===== src/sv/lcdtx_pkg.sv =====
// Package for the serial LCD command transmitter.
// Holds the command codes, the result struct, the line constants and the
// byte and bit-time functions. No dependencies.
`default_nettype none

package lcdtx_pkg;

    typedef enum logic [2:0] {
        CMD_TICK       = 3'd0,
        CMD_PRINT      = 3'd1,
        CMD_GOTO       = 3'd2,
        CMD_CLEAR      = 3'd3,
        CMD_CLEAR_LINE = 3'd4
    } cmd_t;

    typedef struct packed {
        logic level;
        logic busy;
        logic rej;
    } res_t;

    localparam int unsigned PADDR_W = 3;
    localparam logic [PADDR_W-1:0] REG_BIT_TUNE_ADDR = 3'd0;
    localparam logic [7:0] BIT_TUNE_RESET = 8'd51;

    localparam logic [7:0] LCD_PREFIX     = 8'hFE;
    localparam logic [7:0] LCD_ROW0_BASE  = 8'h80;
    localparam logic [7:0] LCD_ROW1_OFS   = 8'h30;
    localparam logic [7:0] LCD_CLEAR      = 8'h01;
    localparam logic [7:0] LCD_SPACE      = 8'h20;
    localparam logic [7:0] ROW_CHARS      = 8'd16;
    localparam logic [7:0] ROW_LIMIT      = 8'd32;

    localparam logic [7:0] BIT_TIME_MIN     = 8'd96;
    localparam logic [7:0] BIT_TIME_MAX     = 8'd108;
    localparam logic [6:0] BIT_TIME_DEFAULT = 7'd102;

    localparam logic [3:0] BIT_START = 4'd0;
    localparam logic [3:0] BIT_STOP  = 4'd9;

    function automatic logic [6:0] bit_time(input logic [7:0] tune);
        logic [7:0] d;
        d = {tune[6:0], 1'b0};
        if (d >= BIT_TIME_MIN && d <= BIT_TIME_MAX)
            return d[6:0];
        return BIT_TIME_DEFAULT;
    endfunction

    function automatic logic [7:0] seq_byte(input cmd_t cmd, input logic [7:0] arg,
                                            input logic idx_zero, input logic idx_one);
        logic [7:0] b;
        b = LCD_SPACE;
        if (cmd == CMD_PRINT)
            b = arg;
        else if (idx_zero)
            b = LCD_PREFIX;
        else if (cmd == CMD_GOTO)
        begin
            if (arg < ROW_CHARS)
                b = arg + LCD_ROW0_BASE;
            else if (arg < ROW_LIMIT)
                b = arg + LCD_ROW0_BASE + LCD_ROW1_OFS;
            else
                b = LCD_ROW0_BASE;
        end
        else if (cmd == CMD_CLEAR)
            b = LCD_CLEAR;
        else if (idx_one)
            b = {arg[3:0], 4'b0000} | LCD_ROW0_BASE;
        return b;
    endfunction

endpackage

`default_nettype wire


===== src/sv/lcdtx_apb.sv =====
// Configuration register file: holds the bit_tune register behind an
// APB-style write/read port. Uses lcdtx_pkg.
`default_nettype none

module lcdtx_apb
(
    input  wire logic                          clk,
    input  wire logic                          rst_n,
    input  wire logic                          psel,
    input  wire logic                          penable,
    input  wire logic                          pwrite,
    input  wire logic [lcdtx_pkg::PADDR_W-1:0] paddr,
    input  wire logic [31:0]                   pwdata,
    output logic      [31:0]                   prdata,
    output logic                               pready,
    output logic      [7:0]                    bit_tune
);

    logic [7:0] bit_tune_reg;
    logic [7:0] bit_tune_next;
    logic       hit;

    assign pready = 1'b1;
    assign hit    = (paddr == lcdtx_pkg::REG_BIT_TUNE_ADDR);

    always_comb
    begin
        bit_tune_next = bit_tune_reg;
        if (psel && penable && pwrite && hit)
            bit_tune_next = pwdata[7:0];
    end

    always_ff @(posedge clk or negedge rst_n)
    begin
        if (!rst_n)
            bit_tune_reg <= lcdtx_pkg::BIT_TUNE_RESET;
        else
            bit_tune_reg <= bit_tune_next;
    end

    assign prdata   = hit ? {24'd0, bit_tune_reg} : 32'd0;
    assign bit_tune = bit_tune_reg;

endmodule

`default_nettype wire


===== src/sv/lcdtx_seq.sv =====
// Command sequencer: expands a command into LCD bytes and walks each byte
// through start, data and stop bits, one tick per step. Uses lcdtx_pkg.
`default_nettype none

module lcdtx_seq #(
    parameter int unsigned LINE_CHARS = 16
)
(
    input  wire logic                  clk,
    input  wire logic                  rst_n,
    input  wire logic                  step,
    input  wire logic [2:0]            command,
    input  wire logic [7:0]            arg_byte,
    input  wire logic [6:0]            bit_time,
    output lcdtx_pkg::res_t            res
);

    localparam int unsigned BW = $clog2(LINE_CHARS + 3);

    lcdtx_pkg::cmd_t active_cmd_reg, active_cmd_next;
    logic [7:0]      arg_hold_reg, arg_hold_next;
    logic [BW-1:0]   byte_index_reg, byte_index_next;
    logic [3:0]      bit_index_reg, bit_index_next;
    logic [6:0]      tick_count_reg, tick_count_next;
    logic [7:0]      shift_byte_reg, shift_byte_next;

    logic            cmd_ok;
    logic            idle;
    logic [BW-1:0]   seq_len;
    logic [BW-1:0]   byte_inc;
    logic [6:0]      tick_inc;
    logic [2:0]      data_sel;

    assign cmd_ok = (command >= 3'(lcdtx_pkg::CMD_PRINT))
                 && (command <= 3'(lcdtx_pkg::CMD_CLEAR_LINE));
    assign idle   = (active_cmd_reg == lcdtx_pkg::CMD_TICK);

    always_comb
    begin
        active_cmd_next = active_cmd_reg;
        arg_hold_next   = arg_hold_reg;
        byte_index_next = byte_index_reg;
        bit_index_next  = bit_index_reg;
        tick_count_next = tick_count_reg;
        shift_byte_next = shift_byte_reg;
        res             = '{level: 1'b1, busy: 1'b0, rej: 1'b0};
        seq_len         = '0;
        byte_inc        = '0;
        tick_inc        = '0;
        data_sel        = '0;

        if (idle)
        begin
            if (cmd_ok)
            begin
                active_cmd_next = lcdtx_pkg::cmd_t'(command);
                arg_hold_next   = arg_byte;
                byte_index_next = '0;
                bit_index_next  = lcdtx_pkg::BIT_START;
                tick_count_next = '0;
                shift_byte_next = lcdtx_pkg::seq_byte(lcdtx_pkg::cmd_t'(command),
                                                      arg_byte, 1'b1, 1'b0);
            end
        end
        else if (cmd_ok)
            res.rej = 1'b1;

        if (active_cmd_next != lcdtx_pkg::CMD_TICK)
        begin
            res.busy = 1'b1;
            data_sel = 3'(bit_index_next - 4'd1);
            if (bit_index_next == lcdtx_pkg::BIT_START)
                res.level = 1'b0;
            else if (bit_index_next < lcdtx_pkg::BIT_STOP)
                res.level = shift_byte_next[data_sel];
            else
                res.level = 1'b1;

            case (active_cmd_next)
                lcdtx_pkg::CMD_PRINT:      seq_len = BW'(1);
                lcdtx_pkg::CMD_GOTO:       seq_len = BW'(2);
                lcdtx_pkg::CMD_CLEAR:      seq_len = BW'(2);
                lcdtx_pkg::CMD_CLEAR_LINE: seq_len = BW'(LINE_CHARS + 2);
                default:                   seq_len = '0;
            endcase

            tick_inc = tick_count_next + 7'd1;
            byte_inc = byte_index_next + BW'(1);
            if (tick_inc >= bit_time)
            begin
                tick_count_next = '0;
                if (bit_index_next == lcdtx_pkg::BIT_STOP)
                begin
                    bit_index_next = lcdtx_pkg::BIT_START;
                    if (byte_inc >= seq_len)
                    begin
                        active_cmd_next = lcdtx_pkg::CMD_TICK;
                        byte_index_next = '0;
                    end
                    else
                    begin
                        byte_index_next = byte_inc;
                        shift_byte_next = lcdtx_pkg::seq_byte(active_cmd_next,
                                              arg_hold_next, 1'b0, byte_inc == BW'(1));
                    end
                end
                else
                    bit_index_next = bit_index_next + 4'd1;
            end
            else
                tick_count_next = tick_inc;
        end
    end

    always_ff @(posedge clk or negedge rst_n)
    begin
        if (!rst_n)
        begin
            active_cmd_reg <= lcdtx_pkg::CMD_TICK;
            arg_hold_reg   <= '0;
            byte_index_reg <= '0;
            bit_index_reg  <= '0;
            tick_count_reg <= '0;
            shift_byte_reg <= '0;
        end
        else if (step)
        begin
            active_cmd_reg <= active_cmd_next;
            arg_hold_reg   <= arg_hold_next;
            byte_index_reg <= byte_index_next;
            bit_index_reg  <= bit_index_next;
            tick_count_reg <= tick_count_next;
            shift_byte_reg <= shift_byte_next;
        end
    end

    a_bit_range: assert property (@(posedge clk) disable iff (!rst_n)
        bit_index_reg <= lcdtx_pkg::BIT_STOP)
        else $error("bit index past stop bit");

    a_idle_clean: assert property (@(posedge clk) disable iff (!rst_n)
        idle |-> (bit_index_reg == 4'd0 && tick_count_reg == 7'd0
                  && byte_index_reg == '0))
        else $error("counters not cleared while idle");

    a_tick_range: assert property (@(posedge clk) disable iff (!rst_n)
        tick_count_reg < 7'(lcdtx_pkg::BIT_TIME_MAX))
        else $error("tick count past longest bit time");

endmodule

`default_nettype wire


===== src/sv/serial_lcd_command_transmitter_unit.sv =====
// Serial LCD command transmitter: every input item is one microsecond tick
// of the serial line and yields one result item (line level, busy, rejected).
// Uses lcdtx_pkg, lcdtx_apb and lcdtx_seq.
//
// An item is taken every cycle while in_stall is low; each one passes an
// input register, the sequencer step (byte expansion, 8N1 bit walk, tick
// count) and a result register. Commands 1..4 start a byte sequence if the
// line is idle and are flagged rejected otherwise; codes 0 and 5..7 only
// advance time. Bit time is 2*bit_tune (8-bit) when in 96..108 ticks, else
// 102; write bit_tune only while no item is in the pipeline. A new bit time
// applies from the next tick, even in the middle of a bit.
`default_nettype none

module serial_lcd_command_transmitter_unit #(
    parameter int unsigned LINE_CHARS = 16
)
(
    input  wire logic                          clk,
    input  wire logic                          rst_n,
    input  wire logic                          psel,
    input  wire logic                          penable,
    input  wire logic                          pwrite,
    input  wire logic [lcdtx_pkg::PADDR_W-1:0] paddr,
    input  wire logic [31:0]                   pwdata,
    output logic      [31:0]                   prdata,
    output logic                               pready,
    input  wire logic                          in_valid,
    output logic                               in_stall,
    input  wire logic [2:0]                    command,
    input  wire logic [7:0]                    arg_byte,
    output logic                               out_valid,
    input  wire logic                          out_stall,
    output logic                               tx_line,
    output logic                               busy_res,
    output logic                               rejected
);

    logic [7:0]       bit_tune;
    logic             s1_valid_reg, s1_valid_next;
    logic [2:0]       command_reg;
    logic [7:0]       arg_in_reg;
    logic             out_valid_reg, out_valid_next;
    lcdtx_pkg::res_t  result_reg;
    lcdtx_pkg::res_t  step_res;
    logic             s1_advance;
    logic             accept;

    lcdtx_apb u_apb (
        .clk      (clk),
        .rst_n    (rst_n),
        .psel     (psel),
        .penable  (penable),
        .pwrite   (pwrite),
        .paddr    (paddr),
        .pwdata   (pwdata),
        .prdata   (prdata),
        .pready   (pready),
        .bit_tune (bit_tune)
    );

    lcdtx_seq #(
        .LINE_CHARS (LINE_CHARS)
    ) u_seq (
        .clk      (clk),
        .rst_n    (rst_n),
        .step     (s1_advance),
        .command  (command_reg),
        .arg_byte (arg_in_reg),
        .bit_time (lcdtx_pkg::bit_time(bit_tune)),
        .res      (step_res)
    );

    assign s1_advance = s1_valid_reg && (!out_valid_reg || !out_stall);
    assign in_stall   = s1_valid_reg && !s1_advance;
    assign accept     = in_valid && !in_stall;

    always_comb
    begin
        s1_valid_next = s1_valid_reg;
        if (accept)
            s1_valid_next = 1'b1;
        else if (s1_advance)
            s1_valid_next = 1'b0;

        out_valid_next = out_valid_reg;
        if (s1_advance)
            out_valid_next = 1'b1;
        else if (!out_stall)
            out_valid_next = 1'b0;
    end

    always_ff @(posedge clk or negedge rst_n)
    begin
        if (!rst_n)
        begin
            s1_valid_reg  <= 1'b0;
            out_valid_reg <= 1'b0;
        end
        else
        begin
            s1_valid_reg  <= s1_valid_next;
            out_valid_reg <= out_valid_next;
        end
    end

    always_ff @(posedge clk)
    begin
        if (accept)
        begin
            command_reg <= command;
            arg_in_reg  <= arg_byte;
        end
        if (s1_advance)
            result_reg <= step_res;
    end

    assign out_valid = out_valid_reg;
    assign tx_line   = result_reg.level;
    assign busy_res  = result_reg.busy;
    assign rejected  = result_reg.rej;

    a_rej_busy: assert property (@(posedge clk) disable iff (!rst_n)
        (out_valid && rejected) |-> busy_res)
        else $error("rejected item reported while idle");

    a_idle_high: assert property (@(posedge clk) disable iff (!rst_n)
        (out_valid && !busy_res) |-> tx_line)
        else $error("line low while idle");

    a_stall_full: assert property (@(posedge clk) disable iff (!rst_n)
        in_stall |-> (out_valid_reg && s1_valid_reg))
        else $error("input stalled with room in the pipeline");

endmodule

`default_nettype wire


===== config.mk =====
export PLATFORM = sky130hd
export DESIGN_NAME = serial_lcd_command_transmitter_unit
export DESIGN_NICKNAME = d
export VERILOG_FILES = /design/src/sv/lcdtx_pkg.sv /design/src/sv/lcdtx_apb.sv /design/src/sv/lcdtx_seq.sv /design/src/sv/serial_lcd_command_transmitter_unit.sv
export SDC_FILE = /design/constraint.sdc
export NUM_CORES = 1
export LEC_CHECK = 0
export BUFFER_PORTS_ARGS = -buffer_cell sky130_fd_sc_hd__buf_2
export CORE_ASPECT_RATIO = 1.75
export CORE_UTILIZATION = 30
export CTS_CLUSTER_SIZE = 25
export DETAILED_ROUTE_END_ITERATION = 8
export GPL_ROUTABILITY_DRIVEN = 0
export GPL_TIMING_DRIVEN = 0
export PLACE_DENSITY = 0.53
export SYNTH_ARGS = -nofsm -noshare
export SYNTH_HDL_FRONTEND = slang
export SYNTH_SLANG_ARGS = --single-unit
export TNS_END_PERCENT = 100

===== constraint.sdc =====
create_clock -name clk -period 5.6 [get_ports clk]
set_input_delay 0.84 -clock clk [delete_from_list [all_inputs] [get_ports clk]]
set_output_delay 0.84 -clock clk [all_outputs]
set_load 0.05 [all_outputs]

==> flow_metrics.tcl <==
set metrics [dict create \
    areaGrowthSynthToFinish_pct 22.02 \
    worst_slew_pin_slew_ns 1.081 \
    ctsLongestPathBuffers 2 \
    critPathTopFamily "simple AND/OR/NAND/NOR gates" \
    drv_cap 0 \
    placed_cells 656 \
    antenna_found_initial 0 \
    worst_path_largest_cell_delay_ns 0.48 \
    cp-end-kind "register" \
    period_needed_ns 5.233 \
    worstHoldEndpoint "u_seq.arg_hold_reg[3]$_DFFE_PN0P_" \
    ys_ff_latch 59 \
    remaining_drc_errors 0 \
    reg2reg_from "command_reg[0]$_DFFE_PP_" \
    fmax_mhz 191.1 \
    maxSlewHeadroom 0.2792 \
    power_density_nw_per_um2 432.8 \
    slew_viol_final 0 \
    yosys.area.top_type "dfrtp_1" \
    ant_nets 0 \
    dieArea_sq_um 13380 \
    dp_hpwl_mm 7.560 \
    min_path_cells 2 \
    yosysTopAreaCellShare 0.2651 \
    tritoncts "built" \
    cts_root_buf "clkbuf_16" \
    nets 569 \
    synth.yosys.seq_area_share 0.4009 \
    clk-insertion-delay-late_ns 0.33 \
    min_from "u_seq.arg_hold_reg[3]$_DFFE_PN0P_" \
    skew_ns 0.005672 \
    drt_iter0_markers 187 \
    grt_max_degree 46 \
    yosys_warnings 0 \
    hp-class "register to register" \
    status "finished clean" \
    syn_area_per_cell_sq_um 9.192 \
    drt_wl_total_mm 9.917 \
    drive_gt1_frac 0.2341 \
    reg2reg_depth 20 \
    cts_sinks 59 \
    final-instance-count-excl-fill 672 \
    avgRoutedWirePerCell_microns 14.76 \
    worst-setup-path-type "register to register" \
    fill_cells 1281 \
    chipWidth_microns 87.86 \
    path_cells "or3_4 -> nand3_2 -> buf_6 -> clkbuf_1 -> clkbuf_1 -> and2_1 -> ha_1 -> and3_1 -> nand3_1 -> xor2_1 -> nor2_1 -> ha_1 -> nand4_1 -> nor2_1 -> nand3_4 -> and2_4 -> buf_6 -> or3_1 -> a21o_1 -> a221o_1" \
    finalCritPeriodShare 0.9344 \
    die-height_microns 152.3 \
    io_buffers 41 \
    hold_violations 0 \
    fin_total_pwr_uw 2044 \
    critical_path_arrival_ns 5.44 \
    hold_slack_ns 0.4782 \
    ys_types 67 \
    initial_core_util 0.3096 \
    num_rows 54 \
    crit_path_start_kind "register" \
    grt_pass1_wl_mm 15.77 \
    viasPerCell 4.891 \
    synth_ff_type "dfrtp_1" \
    antennaDiodeCount 0 \
    dr.pass1.iters 4 \
    num_vias 3287 \
    finalSetupTns_ns 0 \
    grt_use_total 0.1556 \
    path_buf_inv 4 \
    synthCells 421 \
    synth_edf_count 14 \
    clkTransAtPathRegs_ns 0.05 \
    cts_buffers 9 \
    p_leak_uw 0.002118 \
    grt_overflow 0 \
    pin_count 91 \
    htreeDepth 3 \
    ff2ff_setup_slack_ns 0.37 \
    synthesis.area_sq_um 3870 \
    finalSetupViolations 0 \
    synth_most_common_cell "nand2_1" \
    fin_util 0.3778 \
    synthTopCellsByArea "dfrtp_1 27%, edfxtp_1 11%, ha_1 5.5%, nand2_1 5.1%, buf_4 4.8%" \
    critical_path_required_ns 5.81 \
    r2r-end "u_seq.shift_byte_reg[1]$_DFFE_PN0P_" \
    synthTopCellsByCount "53 x nand2_1, 41 x dfrtp_1, 36 x nor2_1" \
    cpMaxStageDelayCell "edfxtp_1" \
    rsz0062_at_grt "false" \
    path_max_fanout 10 \
    coreArea_sq_um 12500 \
    grt_pass1_vias 3131 \
    synthArstFlopShare 0.7627 \
    ir_worst_vdd_v 0.0001871 \
]
## logic make-up after synthesis
kind of cell | synth area share
flip-flops | 0.4009
adder cells (fa/ha/maj) | 0.05496
AND/OR/NAND/NOR | 0.2089
AO/OA/AOI/OAI | 0.1662
XOR/XNOR | 0.01810
buffers and inverters | 0.09117
multiplexers | 0.05787
other | 0.001941
## worst max-delay path by stage
stage                                   from                                   to  slack [ns]  cells after the start
CTS                 command_reg[0]$_DFFE_PP_  u_seq.shift_byte_reg[3]$_DFFE_PN0P_        0.05                     20
global route        command_reg[0]$_DFFE_PP_  u_seq.shift_byte_reg[1]$_DFFE_PN0P_       0.008                     20
finish              command_reg[0]$_DFFE_PP_  u_seq.shift_byte_reg[1]$_DFFE_PN0P_        0.37                     20
floorplan           command_reg[0]$_DFFE_PP_  u_seq.shift_byte_reg[3]$_DFFE_PN0P_        1.18                     20
global placement    command_reg[0]$_DFFE_PP_  u_seq.shift_byte_reg[4]$_DFFE_PN0P_        0.09                     20
detailed placement  command_reg[0]$_DFFE_PP_  u_seq.shift_byte_reg[3]$_DFFE_PN0P_        0.06                     20
## through the flow
step	setup WS [ns]	instance area, sq um
floorplan	1.176	3968
global placement	0.08925	4383
detailed placement	0.06249	4383
CTS	0.05157	4701
global route	0.007955	4722
finish	0.3674	4722
## metal layers
metal | routed length (microns) | up-vias | track usage
met4 | 329 | 0 | 0.08275
met5 | 0 | - | 0
li1 | - | 1605 | -
met3 | 328 | 22 | 0.02654
met2 | 5431 | 92 | 0.2868
met1 | 3826 | 1568 | 0.1609
## tightest hold or removal path, stage by stage (launching register included)
cell	delay [ns]
dfrtp_1	0.34
nand2_1	0.05
nand2_1	0.05
## what timing repair did
item | 4_1_cts | 5_1_grt
resized for setup | 0 | 4
hold buffers | 0 | 0
setup buffers | 0 | 0
setup endpoints to repair | 0 | 23
## cell usage in the layout (no fill, tap or decap), types with 3 or more instances in the layout
cell and count:
xor2_1 4, ha_1 17, xnor2_1 4, dfrtp_1 41
conb_1 28, nand2_1 53, a22o_1 3, o221ai_1 3
nor3b_1 3, clkbuf_1 15, nor3_1 6, edfxtp_1 14
o21a_1 3, o31ai_1 5, nor2_1 36, a31oi_1 4
o221a_2 4, a21o_1 4, o41ai_1 3, o211ai_1 3
dfstp_2 4, mux2i_1 10, buf_2 44, a21oi_1 17
nand2b_1 6, nand3_1 11, and3_1 5, buf_4 25
nor2b_1 5, inv_1 14, buf_6 3, clkbuf_16 11
and2_1 14, o21ai_0 24, mux2_2 11
## where the power goes
group | internal, uW | switching (uW)
Sequential | 559 | 78.4
Combinational | 325 | 517
Clock | 365 | 200
Total | 1250 | 795
## layout make-up
type,instances,area [sq um],area share
Multi-Input combinational cell,326,2085,0.4414
Sequential cell,59,1551,0.3286
Buffer,47,296.5,0.06280
Clock buffer,12,289.0,0.06121
Tap cell,168,210.2,0.04452
Timing Repair Buffer,41,205.2,0.04346
Inverter,15,56.30,0.01192
Clock inverter,4,28.78,0.006094
Note: power is estimated with default switching activity, not from simulation.
